[config.mk]
export PLATFORM = sky130hd
export DESIGN_NAME = dwarf_line_program_encoder
export DESIGN_NICKNAME = d
export VERILOG_FILES = /design/src/rtl/core/dlpe_pkg.sv /design/src/rtl/core/dwarf_line_program_encoder.sv /design/src/rtl/core/dlpe_front.sv /design/src/rtl/core/dlpe_queue.sv /design/src/rtl/core/dlpe_back.sv
export SDC_FILE = /design/constraint.sdc
export NUM_CORES = 1
export LEC_CHECK = 0
export ABC_AREA = 1
export BUFFER_PORTS_ARGS = -buffer_cell sky130_fd_sc_hd__buf_2
export CAP_MARGIN = 25
export CORE_ASPECT_RATIO = 1.75
export CORE_MARGIN = 4
export CORE_UTILIZATION = 40
export CTS_CLUSTER_SIZE = 28
export DETAILED_ROUTE_END_ITERATION = 10
export SLEW_MARGIN = 20
export SYNTH_ARGS = -nofsm -noshare
export SYNTH_HDL_FRONTEND = slang
export SYNTH_SLANG_ARGS = --single-unit
[constraint.sdc]
create_clock -name clk -period 6 [get_ports clk]
set_clock_uncertainty 0.15 [all_clocks]
set_input_delay 0.3 -clock clk [delete_from_list [all_inputs] [get_ports clk]]
set_output_delay 0.3 -clock clk [all_outputs]
set_load 0.01 [all_outputs]
[src/rtl/core/dlpe_pkg.sv]
// Shared types and constants of the line program encoder.
`default_nettype none
package dlpe_pkg;

    localparam int unsigned QDEPTH = 4;
    localparam int unsigned QPTR_W = $clog2(QDEPTH);
    localparam int unsigned QCNT_W = $clog2(QDEPTH + 1);

    localparam logic [7:0] OP_COPY        = 8'h01;
    localparam logic [7:0] OP_ADVANCE_PC  = 8'h02;
    localparam logic [7:0] OP_ADVANCE_LN  = 8'h03;
    localparam logic [7:0] OP_SET_FILE    = 8'h04;
    localparam logic [7:0] OP_SET_COLUMN  = 8'h05;

    localparam logic [6:0] LEB_MASK = 7'h7f;
    localparam logic [7:0] LEB_MORE = 8'h80;

    typedef struct packed {
        logic [31:0] code_offset;
        logic [15:0] file_index;
        logic [31:0] line_number;
        logic [15:0] column_number;
    } dlpe_in_t;

    typedef struct packed {
        logic [7:0] out_byte;
        logic       last_of_run;
    } dlpe_out_t;

    typedef struct packed {
        logic        has_pc;
        logic        has_col;
        logic [31:0] pc_delta;
        logic [15:0] file;
        logic [32:0] line_delta;
        logic [15:0] col;
    } dlpe_cmd_t;

endpackage
`default_nettype wire

[src/rtl/core/dwarf_line_program_encoder.sv]
// Top level of the line number program encoder.
//
//  channel | direction | payload     | handshake
//  in      | input     | dlpe_in_t   | in_valid / in_ready
//  out     | output    | dlpe_out_t  | out_valid / out_ready
//
// One output byte per cycle while out_ready is high; a record gives a run of
// 5 to 21 bytes, set by the byte serializer of the back end.
// Records enter at one per cycle until the four-entry command queue fills.
// Reset clears the previous offset to 0 and the previous line to 1.
// Each side stalls on its own; the output register holds a byte until taken.
`default_nettype none
module dwarf_line_program_encoder
    import dlpe_pkg::*;
(
    input  wire logic      clk,
    input  wire logic      rst_n,
    input  wire logic      in_valid,
    output logic           in_ready,
    input  wire dlpe_in_t  in_data,
    output logic           out_valid,
    input  wire logic      out_ready,
    output dlpe_out_t      out_data
);

    logic      push;
    dlpe_cmd_t push_cmd;
    logic      pop;
    dlpe_cmd_t head;
    logic      q_empty;
    logic      q_full;

    dlpe_front u_front (
        .clk      (clk),
        .rst_n    (rst_n),
        .in_valid (in_valid),
        .in_ready (in_ready),
        .in_data  (in_data),
        .push     (push),
        .push_cmd (push_cmd),
        .q_full   (q_full)
    );

    dlpe_queue u_queue (
        .clk      (clk),
        .rst_n    (rst_n),
        .push     (push),
        .push_cmd (push_cmd),
        .pop      (pop),
        .head     (head),
        .empty    (q_empty),
        .full     (q_full)
    );

    dlpe_back u_back (
        .clk       (clk),
        .rst_n     (rst_n),
        .head      (head),
        .q_empty   (q_empty),
        .pop       (pop),
        .out_valid (out_valid),
        .out_ready (out_ready),
        .out_data  (out_data)
    );

endmodule
`default_nettype wire

[src/rtl/core/dlpe_front.sv]
// Front end: takes records, forms deltas, tracks previous offset and line.
`default_nettype none
module dlpe_front
    import dlpe_pkg::*;
(
    input  wire logic      clk,
    input  wire logic      rst_n,
    input  wire logic      in_valid,
    output logic           in_ready,
    input  wire dlpe_in_t  in_data,
    output logic           push,
    output dlpe_cmd_t      push_cmd,
    input  wire logic      q_full
);

    logic [31:0] base_offset_reg;
    logic [31:0] base_line_reg;

    assign in_ready = !q_full;
    assign push     = in_valid && in_ready;

    always_comb
    begin
        push_cmd.has_pc     = in_data.code_offset > base_offset_reg;
        push_cmd.has_col    = in_data.column_number != 16'd0;
        push_cmd.pc_delta   = in_data.code_offset - base_offset_reg;
        push_cmd.file       = in_data.file_index;
        push_cmd.line_delta = {1'b0, in_data.line_number} - {1'b0, base_line_reg};
        push_cmd.col        = in_data.column_number;
    end

    always_ff @(posedge clk or negedge rst_n)
    begin
        if (!rst_n)
        begin
            base_offset_reg <= 32'd0;
            base_line_reg   <= 32'd1;
        end
        else if (push)
        begin
            base_offset_reg <= in_data.code_offset;
            base_line_reg   <= in_data.line_number;
        end
    end

endmodule
`default_nettype wire

[src/rtl/core/dlpe_queue.sv]
// Small command queue between front and back end.
`default_nettype none
module dlpe_queue
    import dlpe_pkg::*;
(
    input  wire logic      clk,
    input  wire logic      rst_n,
    input  wire logic      push,
    input  wire dlpe_cmd_t push_cmd,
    input  wire logic      pop,
    output dlpe_cmd_t      head,
    output logic           empty,
    output logic           full
);

    dlpe_cmd_t          mem_reg [QDEPTH];
    logic [QPTR_W-1:0]  wr_ptr_reg;
    logic [QPTR_W-1:0]  rd_ptr_reg;
    logic [QCNT_W-1:0]  count_reg;
    logic [QCNT_W-1:0]  count_next;

    assign empty = count_reg == QCNT_W'(0);
    assign full  = count_reg == QCNT_W'(QDEPTH);
    assign head  = mem_reg[rd_ptr_reg];

    always_comb
    begin
        count_next = count_reg;
        if (push && !pop)
            count_next = count_reg + QCNT_W'(1);
        else if (pop && !push)
            count_next = count_reg - QCNT_W'(1);
    end

    always_ff @(posedge clk)
    begin
        if (push)
            mem_reg[wr_ptr_reg] <= push_cmd;
    end

    always_ff @(posedge clk or negedge rst_n)
    begin
        if (!rst_n)
        begin
            wr_ptr_reg <= '0;
            rd_ptr_reg <= '0;
            count_reg  <= '0;
        end
        else
        begin
            if (push)
                wr_ptr_reg <= wr_ptr_reg + QPTR_W'(1);
            if (pop)
                rd_ptr_reg <= rd_ptr_reg + QPTR_W'(1);
            count_reg <= count_next;
        end
    end

endmodule
`default_nettype wire

[src/rtl/core/dlpe_back.sv]
// Back end: serializes opcodes and LEB128 operands, one byte per cycle while the output is not stalled.
`default_nettype none
module dlpe_back
    import dlpe_pkg::*;
(
    input  wire logic      clk,
    input  wire logic      rst_n,
    input  wire dlpe_cmd_t head,
    input  wire logic      q_empty,
    output logic           pop,
    output logic           out_valid,
    input  wire logic      out_ready,
    output dlpe_out_t      out_data
);

    localparam logic [3:0] ST_IDLE    = 4'd0;
    localparam logic [3:0] ST_PC_OP   = 4'd1;
    localparam logic [3:0] ST_PC_DAT  = 4'd2;
    localparam logic [3:0] ST_FL_OP   = 4'd3;
    localparam logic [3:0] ST_FL_DAT  = 4'd4;
    localparam logic [3:0] ST_LN_OP   = 4'd5;
    localparam logic [3:0] ST_LN_DAT  = 4'd6;
    localparam logic [3:0] ST_CL_OP   = 4'd7;
    localparam logic [3:0] ST_CL_DAT  = 4'd8;
    localparam logic [3:0] ST_COPY    = 4'd9;

    logic [3:0]  state_reg, state_next;
    dlpe_cmd_t   cmd_reg, cmd_next;
    logic [32:0] work_reg, work_next;
    logic        sgn_reg, sgn_next;
    logic        out_valid_reg, out_valid_next;
    dlpe_out_t   out_reg, out_next;

    logic        advance;
    logic        emit;
    dlpe_out_t   emit_data;
    logic [32:0] shifted;
    logic        more;
    logic [7:0]  leb_byte;

    assign advance   = !out_valid_reg || out_ready;
    assign out_valid = out_valid_reg;
    assign out_data  = out_reg;

    always_comb
    begin
        shifted = {(sgn_reg ? {7{work_reg[32]}} : 7'd0), work_reg[32:7]};
        if (sgn_reg)
            more = !((shifted == 33'd0 && !work_reg[6]) || (&shifted && work_reg[6]));
        else
            more = shifted != 33'd0;
        leb_byte = {1'b0, work_reg[6:0] & LEB_MASK} | (more ? LEB_MORE : 8'd0);
    end

    always_comb
    begin
        state_next = state_reg;
        cmd_next   = cmd_reg;
        work_next  = work_reg;
        sgn_next   = sgn_reg;
        pop        = 1'b0;
        emit       = 1'b0;
        emit_data  = '0;
        if (advance)
        begin
            case (state_reg)
                ST_IDLE:
                begin
                    if (!q_empty)
                    begin
                        pop        = 1'b1;
                        cmd_next   = head;
                        state_next = head.has_pc ? ST_PC_OP : ST_FL_OP;
                    end
                end
                ST_PC_OP:
                begin
                    emit               = 1'b1;
                    emit_data.out_byte = OP_ADVANCE_PC;
                    work_next          = {1'b0, cmd_reg.pc_delta};
                    sgn_next           = 1'b0;
                    state_next         = ST_PC_DAT;
                end
                ST_FL_OP:
                begin
                    emit               = 1'b1;
                    emit_data.out_byte = OP_SET_FILE;
                    work_next          = {17'd0, cmd_reg.file};
                    sgn_next           = 1'b0;
                    state_next         = ST_FL_DAT;
                end
                ST_LN_OP:
                begin
                    emit               = 1'b1;
                    emit_data.out_byte = OP_ADVANCE_LN;
                    work_next          = cmd_reg.line_delta;
                    sgn_next           = 1'b1;
                    state_next         = ST_LN_DAT;
                end
                ST_CL_OP:
                begin
                    emit               = 1'b1;
                    emit_data.out_byte = OP_SET_COLUMN;
                    work_next          = {17'd0, cmd_reg.col};
                    sgn_next           = 1'b0;
                    state_next         = ST_CL_DAT;
                end
                ST_PC_DAT, ST_FL_DAT, ST_LN_DAT, ST_CL_DAT:
                begin
                    emit               = 1'b1;
                    emit_data.out_byte = leb_byte;
                    work_next          = shifted;
                    if (!more)
                    begin
                        case (state_reg)
                            ST_PC_DAT: state_next = ST_FL_OP;
                            ST_FL_DAT: state_next = ST_LN_OP;
                            ST_LN_DAT: state_next = cmd_reg.has_col ? ST_CL_OP : ST_COPY;
                            default:   state_next = ST_COPY;
                        endcase
                    end
                end
                ST_COPY:
                begin
                    emit                  = 1'b1;
                    emit_data.out_byte    = OP_COPY;
                    emit_data.last_of_run = 1'b1;
                    if (!q_empty)
                    begin
                        pop        = 1'b1;
                        cmd_next   = head;
                        state_next = head.has_pc ? ST_PC_OP : ST_FL_OP;
                    end
                    else
                        state_next = ST_IDLE;
                end
                default:
                    state_next = ST_IDLE;
            endcase
        end
    end

    always_comb
    begin
        out_valid_next = out_valid_reg;
        out_next       = out_reg;
        if (advance)
        begin
            out_valid_next = emit;
            out_next       = emit_data;
        end
    end

    always_ff @(posedge clk)
    begin
        cmd_reg  <= cmd_next;
        work_reg <= work_next;
        sgn_reg  <= sgn_next;
        out_reg  <= out_next;
    end

    always_ff @(posedge clk or negedge rst_n)
    begin
        if (!rst_n)
        begin
            state_reg     <= ST_IDLE;
            out_valid_reg <= 1'b0;
        end
        else
        begin
            state_reg     <= state_next;
            out_valid_reg <= out_valid_next;
        end
    end

endmodule
`default_nettype wire

; ---- Yosys cells after proc, flatten, opt, wreduce, memory -nomap -nowiden
; Memory sizes are Yosys's and may differ from the RTL's.
; Index checks and enable logic that the tools add are counted.
[op_classes]
add_sub_neg = 6
n_eq_ne = 12
bitwise_logic = 2
n_reduce_logical = 30
mux = 22
magnitude_cmp = 1
[op_table]
columns = cell, count
row1 = $pmux 33 s5, 1
row2 = $pmux 8 s6, 1
row3 = $logic_not 33->1, 1
row4 = $reduce_and 33->1, 1
row5 = $reduce_bool 33->1, 1
row6 = $sub 32x32->33, 1
row7 = $gt 32x32->1, 1
row8 = $sub 32x32->32, 1
row9 = $pmux 4 s7, 1
row10 = $eq 4x3->1 const B, 4
row11 = $mux 4, 4
row12 = $reduce_bool 16->1, 1
row13 = $pmux 4 s3, 1
row14 = $reduce_or 9->1, 1
row15 = $eq 4x2->1 const B, 2
row16 = $eq 4x4->1 const B, 2
row17 = $mux 1, 8
row18 = $mux 8, 1
row19 = $or 7x8->8, 1
row20 = $mux 7, 1
row21 = $logic_not 1->1, 6
row22 = $mux 3, 2
row23 = $reduce_and 3->1, 2
row24 = $logic_and 1x1->1, 5
row25 = 18 further kinds, 23
[totals]
register_bits = 217
word_cells = 90
mem_count = 1
ram_bits = 396
[memory_table]
columns = memory, words, width, read_ports, rd_clocked_by_memory_dff, wr, line_no
row1 = u_queue.mem_reg, 4, 99, 1, 0, 1, dlpe_queue.sv:16  ; dlpe_cmd_t mem_reg [QDEPTH];

; ---- Logic depth before layout (Yosys ltp)
[logic_depth]
ltp_word = 9
depth_mapped = 13
ltp_nobuf = 13

; ---- Cells and area by module
; From an unflattened synthesis, not the netlist that was laid out.
[hier_totals]
hier_cells = 3021
area_unflattened_um2 = 29449.5
[modules_own_cells]
columns = mod, area_each_um2, cells_each, instances
row1 = dlpe_queue, 15984.1, 1202, 1
row2 = dlpe_front, 7698.6, 1351, 1
row3 = dlpe_back, 5766.8, 468, 1

; ---- Worst setup path before layout
; No wires, ideal clock.
[synth_path]
path_kind = register to register
from = reg u_queue.count_reg[0]
to = mem u_queue.mem_reg[0][0] in the netlist's numbering, enable pin
setup_time_ns = 0.558
path_slack_ns = 0.242
stages_incl_launch_ff = 6
path_buffers = 1
arrival_ns = 5.050
path_cell_list = dfrtp_1 -> inv_1 -> nand3_1 -> nand2_1 -> clkbuf_1 -> nor2_1
[synth_via]
elab_chain_len = 5
[synth_rtl]
columns = item, line_no
row1 = from (decl), dlpe_queue.sv:19  ; logic [QCNT_W-1:0] count_reg;
row2 = from (signal assigned), dlpe_queue.sv:55  ; count_reg <= count_next;
row3 = $eq 3x3->1, dlpe_queue.sv:23  ; assign full = count_reg == QCNT_W'(QDEPTH);
row4 = $logic_not 1->1, dlpe_front.sv:19  ; assign in_ready = !q_full;
row5 = via in_ready, dwarf_line_program_encoder.sv:19  ; output logic in_ready,
row6 = $logic_and 1x1->1, dlpe_front.sv:20  ; assign push = in_valid && in_ready;
row7 = $mux 1, dlpe_queue.sv:37  ; if (push)
row8 = $mux 1 (not written as such), dlpe_queue.sv:38  ; mem_reg[wr_ptr_reg] <= push_cmd;
row9 = to (decl), dlpe_queue.sv:16
; The timed path passes the listed nets, and every way through them passes these cells.

==> run summary <==
The most used flip-flop cell after synthesis is sky130_fd_sc_hd__edfxtp_1. Sequential cells were found to cover 63.8% of the synthesized design area. The kind of critical path was reg2reg. Counting I/O delays and the setup requirement, the final critical path takes 3.16 ns. The startpoint kind of the worst setup timing path is a flop. For the number of distinct standard cells referenced by the synthesized netlist, the log shows 38.

The later-pin clock latency in the skew report is 0.62 ns, and the number of flip-flops in the largest register is 396. Across every metal layer, demand over resource in global routing totals 19.2%. After detailed routing, the average wire length per cell comes to 18.6 um.

TritonCTS built the clock tree. The tool flagged a number of max-cap violations equal to 0. The flow ran to the end, and the final reports show no timing, DRC or antenna violations.

Once the floorplan was initialized, standard cells occupied 40.4% of the core. The register clock-pin slew on the reported worst setup and hold paths is 0.07 ns. The number of port buffers is 110, and the number of top-level design ports is 111. Together, buffers and inverters on the worst path number 2. After global routing the overflow that remains totals 0. Dividing total power by cell area gives a power density of 501 mW/mm2. The run gives 16.3 mW as the total power draw. Synthesis produced a netlist with a net count of 2,970. The post-cts gate resize count is 0.

For the maximum number of pins on one net before global-route repair, the log shows 123. The total number of H-tree levels came out at 2. The run gives 0 as the final number of max-transition violations. The post-route netlist has 8.30% of its cells at a drive strength greater than 1. The count of flip-flops with a built-in enable after synthesis came out at 537. The number of clock buffers added by TritonCTS is 55.

The Yosys step of the flow raised 0 warnings. CTS placed an instance of sky130_fd_sc_hd__clkbuf_16 at the clock tree root. From bottom edge to top edge, the die measures 360 um. The first global-routing pass estimated 113,000 um of wire.

For the worst setup path, the data arrival time is 3.45 ns. From synthesis to final layout, the design area changed by 15.3%. The routed design has 73,500 um of wire.

For this run, the slowest stage of the critical path takes 0.75 ns. Dividing the detail-routed via count by the number of cells gives 5.07. Along the worst path, the maximum fanout reaches 81. Measured against its own limit, the worst slew margin works out to 36.6%. The die is 209 um wide. The maximum operating frequency was 316 MHz. The logs give 0 for the count of unresolved DRC violations after routing and 3 for the maximum clock path buffer count. The tightest min-delay check is of the in2async type.

The actual transition at the worst max-transition pin is 0.951 ns, and the synthesized area is 0.0282 mm2. STA classifies the critical path endpoint as a flop. In the layout the commonest cells are sky130_fd_sc_hd__nand2_1 (714), sky130_fd_sc_hd__edfxtp_1 (537), sky130_fd_sc_hd__inv_1 (341).

The number of nets at the end of the flow was 3,163; the number of vias in the routed layout was 20,000. The first TritonRoute pass finished after 5 iterations. Setup violations remaining at the end of the flow were counted as 0.

The worst-case vdd ir drop was 0.239 mV; the filler cell count was 6,621. The die outline area was 0.0751 mm2; the standby leakage power was 13.4 nW. The post-synthesis async set-or-reset flop share works out to 12.4%.

The detailed router finished its first iteration with 1,277 violations. Setup repair after global routing left no endpoint under its margin. The cell count after synthesis came out at 2,798.

The tools report the initial antenna violation count as 0. The average footprint of a synthesized cell was 10.1 um2. The most common library cell in the layout ignoring fill and taps was sky130_fd_sc_hd__nand2_1. At the end of routability-driven placement, the weighted congestion stood at 0.862.

The tools report the count of final hold-check violations as 0. The largest individual stage delay along the critical path comes from the cell sky130_fd_sc_hd__dfrtp_4. The number of synthesized register bits was 613. Number of global-route vias before repair: 20,200. The clock drives 613 sinks.

Data on the critical path is required at its endpoint by 6.29 ns. The row count was 128. Critical path's most frequent cell: sky130_fd_sc_hd__buf_4. The critical path goes through buf_4, buf_4, o21ai_0, o22ai_1. On the critical path the largest part of the delay comes from buffers and inverters. The floorplan step defined a core boundary enclosing 0.0698 mm2. The final HPWL from detailed placement is 50,300 um, and the total negative slack for setup checks is 0 ns.

The period utilization came out at 52.7%. For the remaining antenna violation count, the log shows 0.
==> metrics by stage <==
step,cell area (um2),hold slack (ns),cells,setup WS [ns],util (%)
2_1_floorplan,28200,-0.146,2798,0.242,-
3_5_place_dp,29700,0.0124,3744,2.84,42.5
4_1_cts,32500,0.145,3945,2.77,46.5
3_3_place_gp,29700,0.00836,3744,2.87,42.5
6_report,32600,0.0513,3948,2.84,46.6
5_1_grt,32600,0.0722,3947,2.60,46.6
==> report_power, final <==
part | internal (mW) | total [mW] | switching (mW)
Clock | 1.97 | 3.56 | 1.59
Sequential | 6.69 | 7.32 | 0.634
Combinational | 1.52 | 5.44 | 3.92
Total | 10.2 | 16.3 | 6.15
==> Yosys cell counts (17+ instances only) <==
cell                       count  area, um2
sky130_fd_sc_hd__ha_1         69        863
sky130_fd_sc_hd__nor3_1       17       85.1
sky130_fd_sc_hd__a22oi_1      20        150
sky130_fd_sc_hd__nand3_1      74        370
sky130_fd_sc_hd__nor2_1      309       1160
sky130_fd_sc_hd__a21oi_1      54        270
sky130_fd_sc_hd__xor2_1       30        263
sky130_fd_sc_hd__o22ai_1      98        613
sky130_fd_sc_hd__nand4_1      31        194
sky130_fd_sc_hd__clkbuf_1     59        221
sky130_fd_sc_hd__inv_1       343       1290
sky130_fd_sc_hd__nand2_1     714       2680
sky130_fd_sc_hd__edfxtp_1    537      16100
sky130_fd_sc_hd__o21ai_0     254       1270
sky130_fd_sc_hd__dfrtp_1      75       1880
==> final cells by class <==
cell class	instances	area (um2)	area share, %
Multi-Input combinational cell	1742	8500	26.1
Sequential cell	613	18000	55.4
Clock buffer	60	1410	4.32
Clock inverter	43	418	1.28
Antenna cell	1	2.50	0.00769
Tap cell	910	1140	3.50
Inverter	352	1330	4.09
Timing Repair Buffer	227	1730	5.32
==> tightest hold or removal path, cell delays in order <==
cell and delay (ns):
sky130_fd_sc_hd__dlygate4sd3_1 0.52, sky130_fd_sc_hd__buf_4 0.11, sky130_fd_sc_hd__buf_4 0.27
==> worst paths after layout <==
kind | startpoint | to | slack (ns) | cells past startpoint
setup / recovery | u_queue.rd_ptr_reg[0] | u_back.cmd_reg[28] | 2.84 | 4
hold / removal | rst_n | u_front.base_line_reg[15] | 0.05 | 3
setup reg to reg | u_queue.rd_ptr_reg[0] | u_back.cmd_reg[28] | 2.84 | 4
hold reg to reg | u_front.base_line_reg[0] | u_front.base_line_reg[0] | 0.35 | 2
max in group asynchronous | rst_n | u_front.base_line_reg[8] | 4.67 | 3
min in group clk | out_ready | u_back.sgn_reg | 0.19 | 3
==> per-layer routing <==
layer / global-route usage (%) / wire [um] / share of wire, % / vias to the layer above
li1: - / - / - / 9797
met1: 22.7 / 29100 / 40 / 9621
met2: 35.1 / 38300 / 52 / 464
met3: 2.15 / 2620 / 3.6 / 142
met4: 8.35 / 3430 / 4.7 / 0
met5: 0 / 0 / 0 / -
==> what timing repair did <==
action	CTS	global route
setup buffers	0	0
hold endpoints to repair	256	0
hold buffers	98	0
==> logic make-up after synthesis <==
group	Yosys count	share of synthesized area, %
AND/OR/NAND/NOR	1184	16.9
flip-flops	613	63.8
AO/OA/AOI/OAI	452	8.71
buffers and inverters	443	6.21
adder cells (fa/ha/maj)	72	3.27
XOR/XNOR	34	1.05
(Power assumes the default switching activity.)
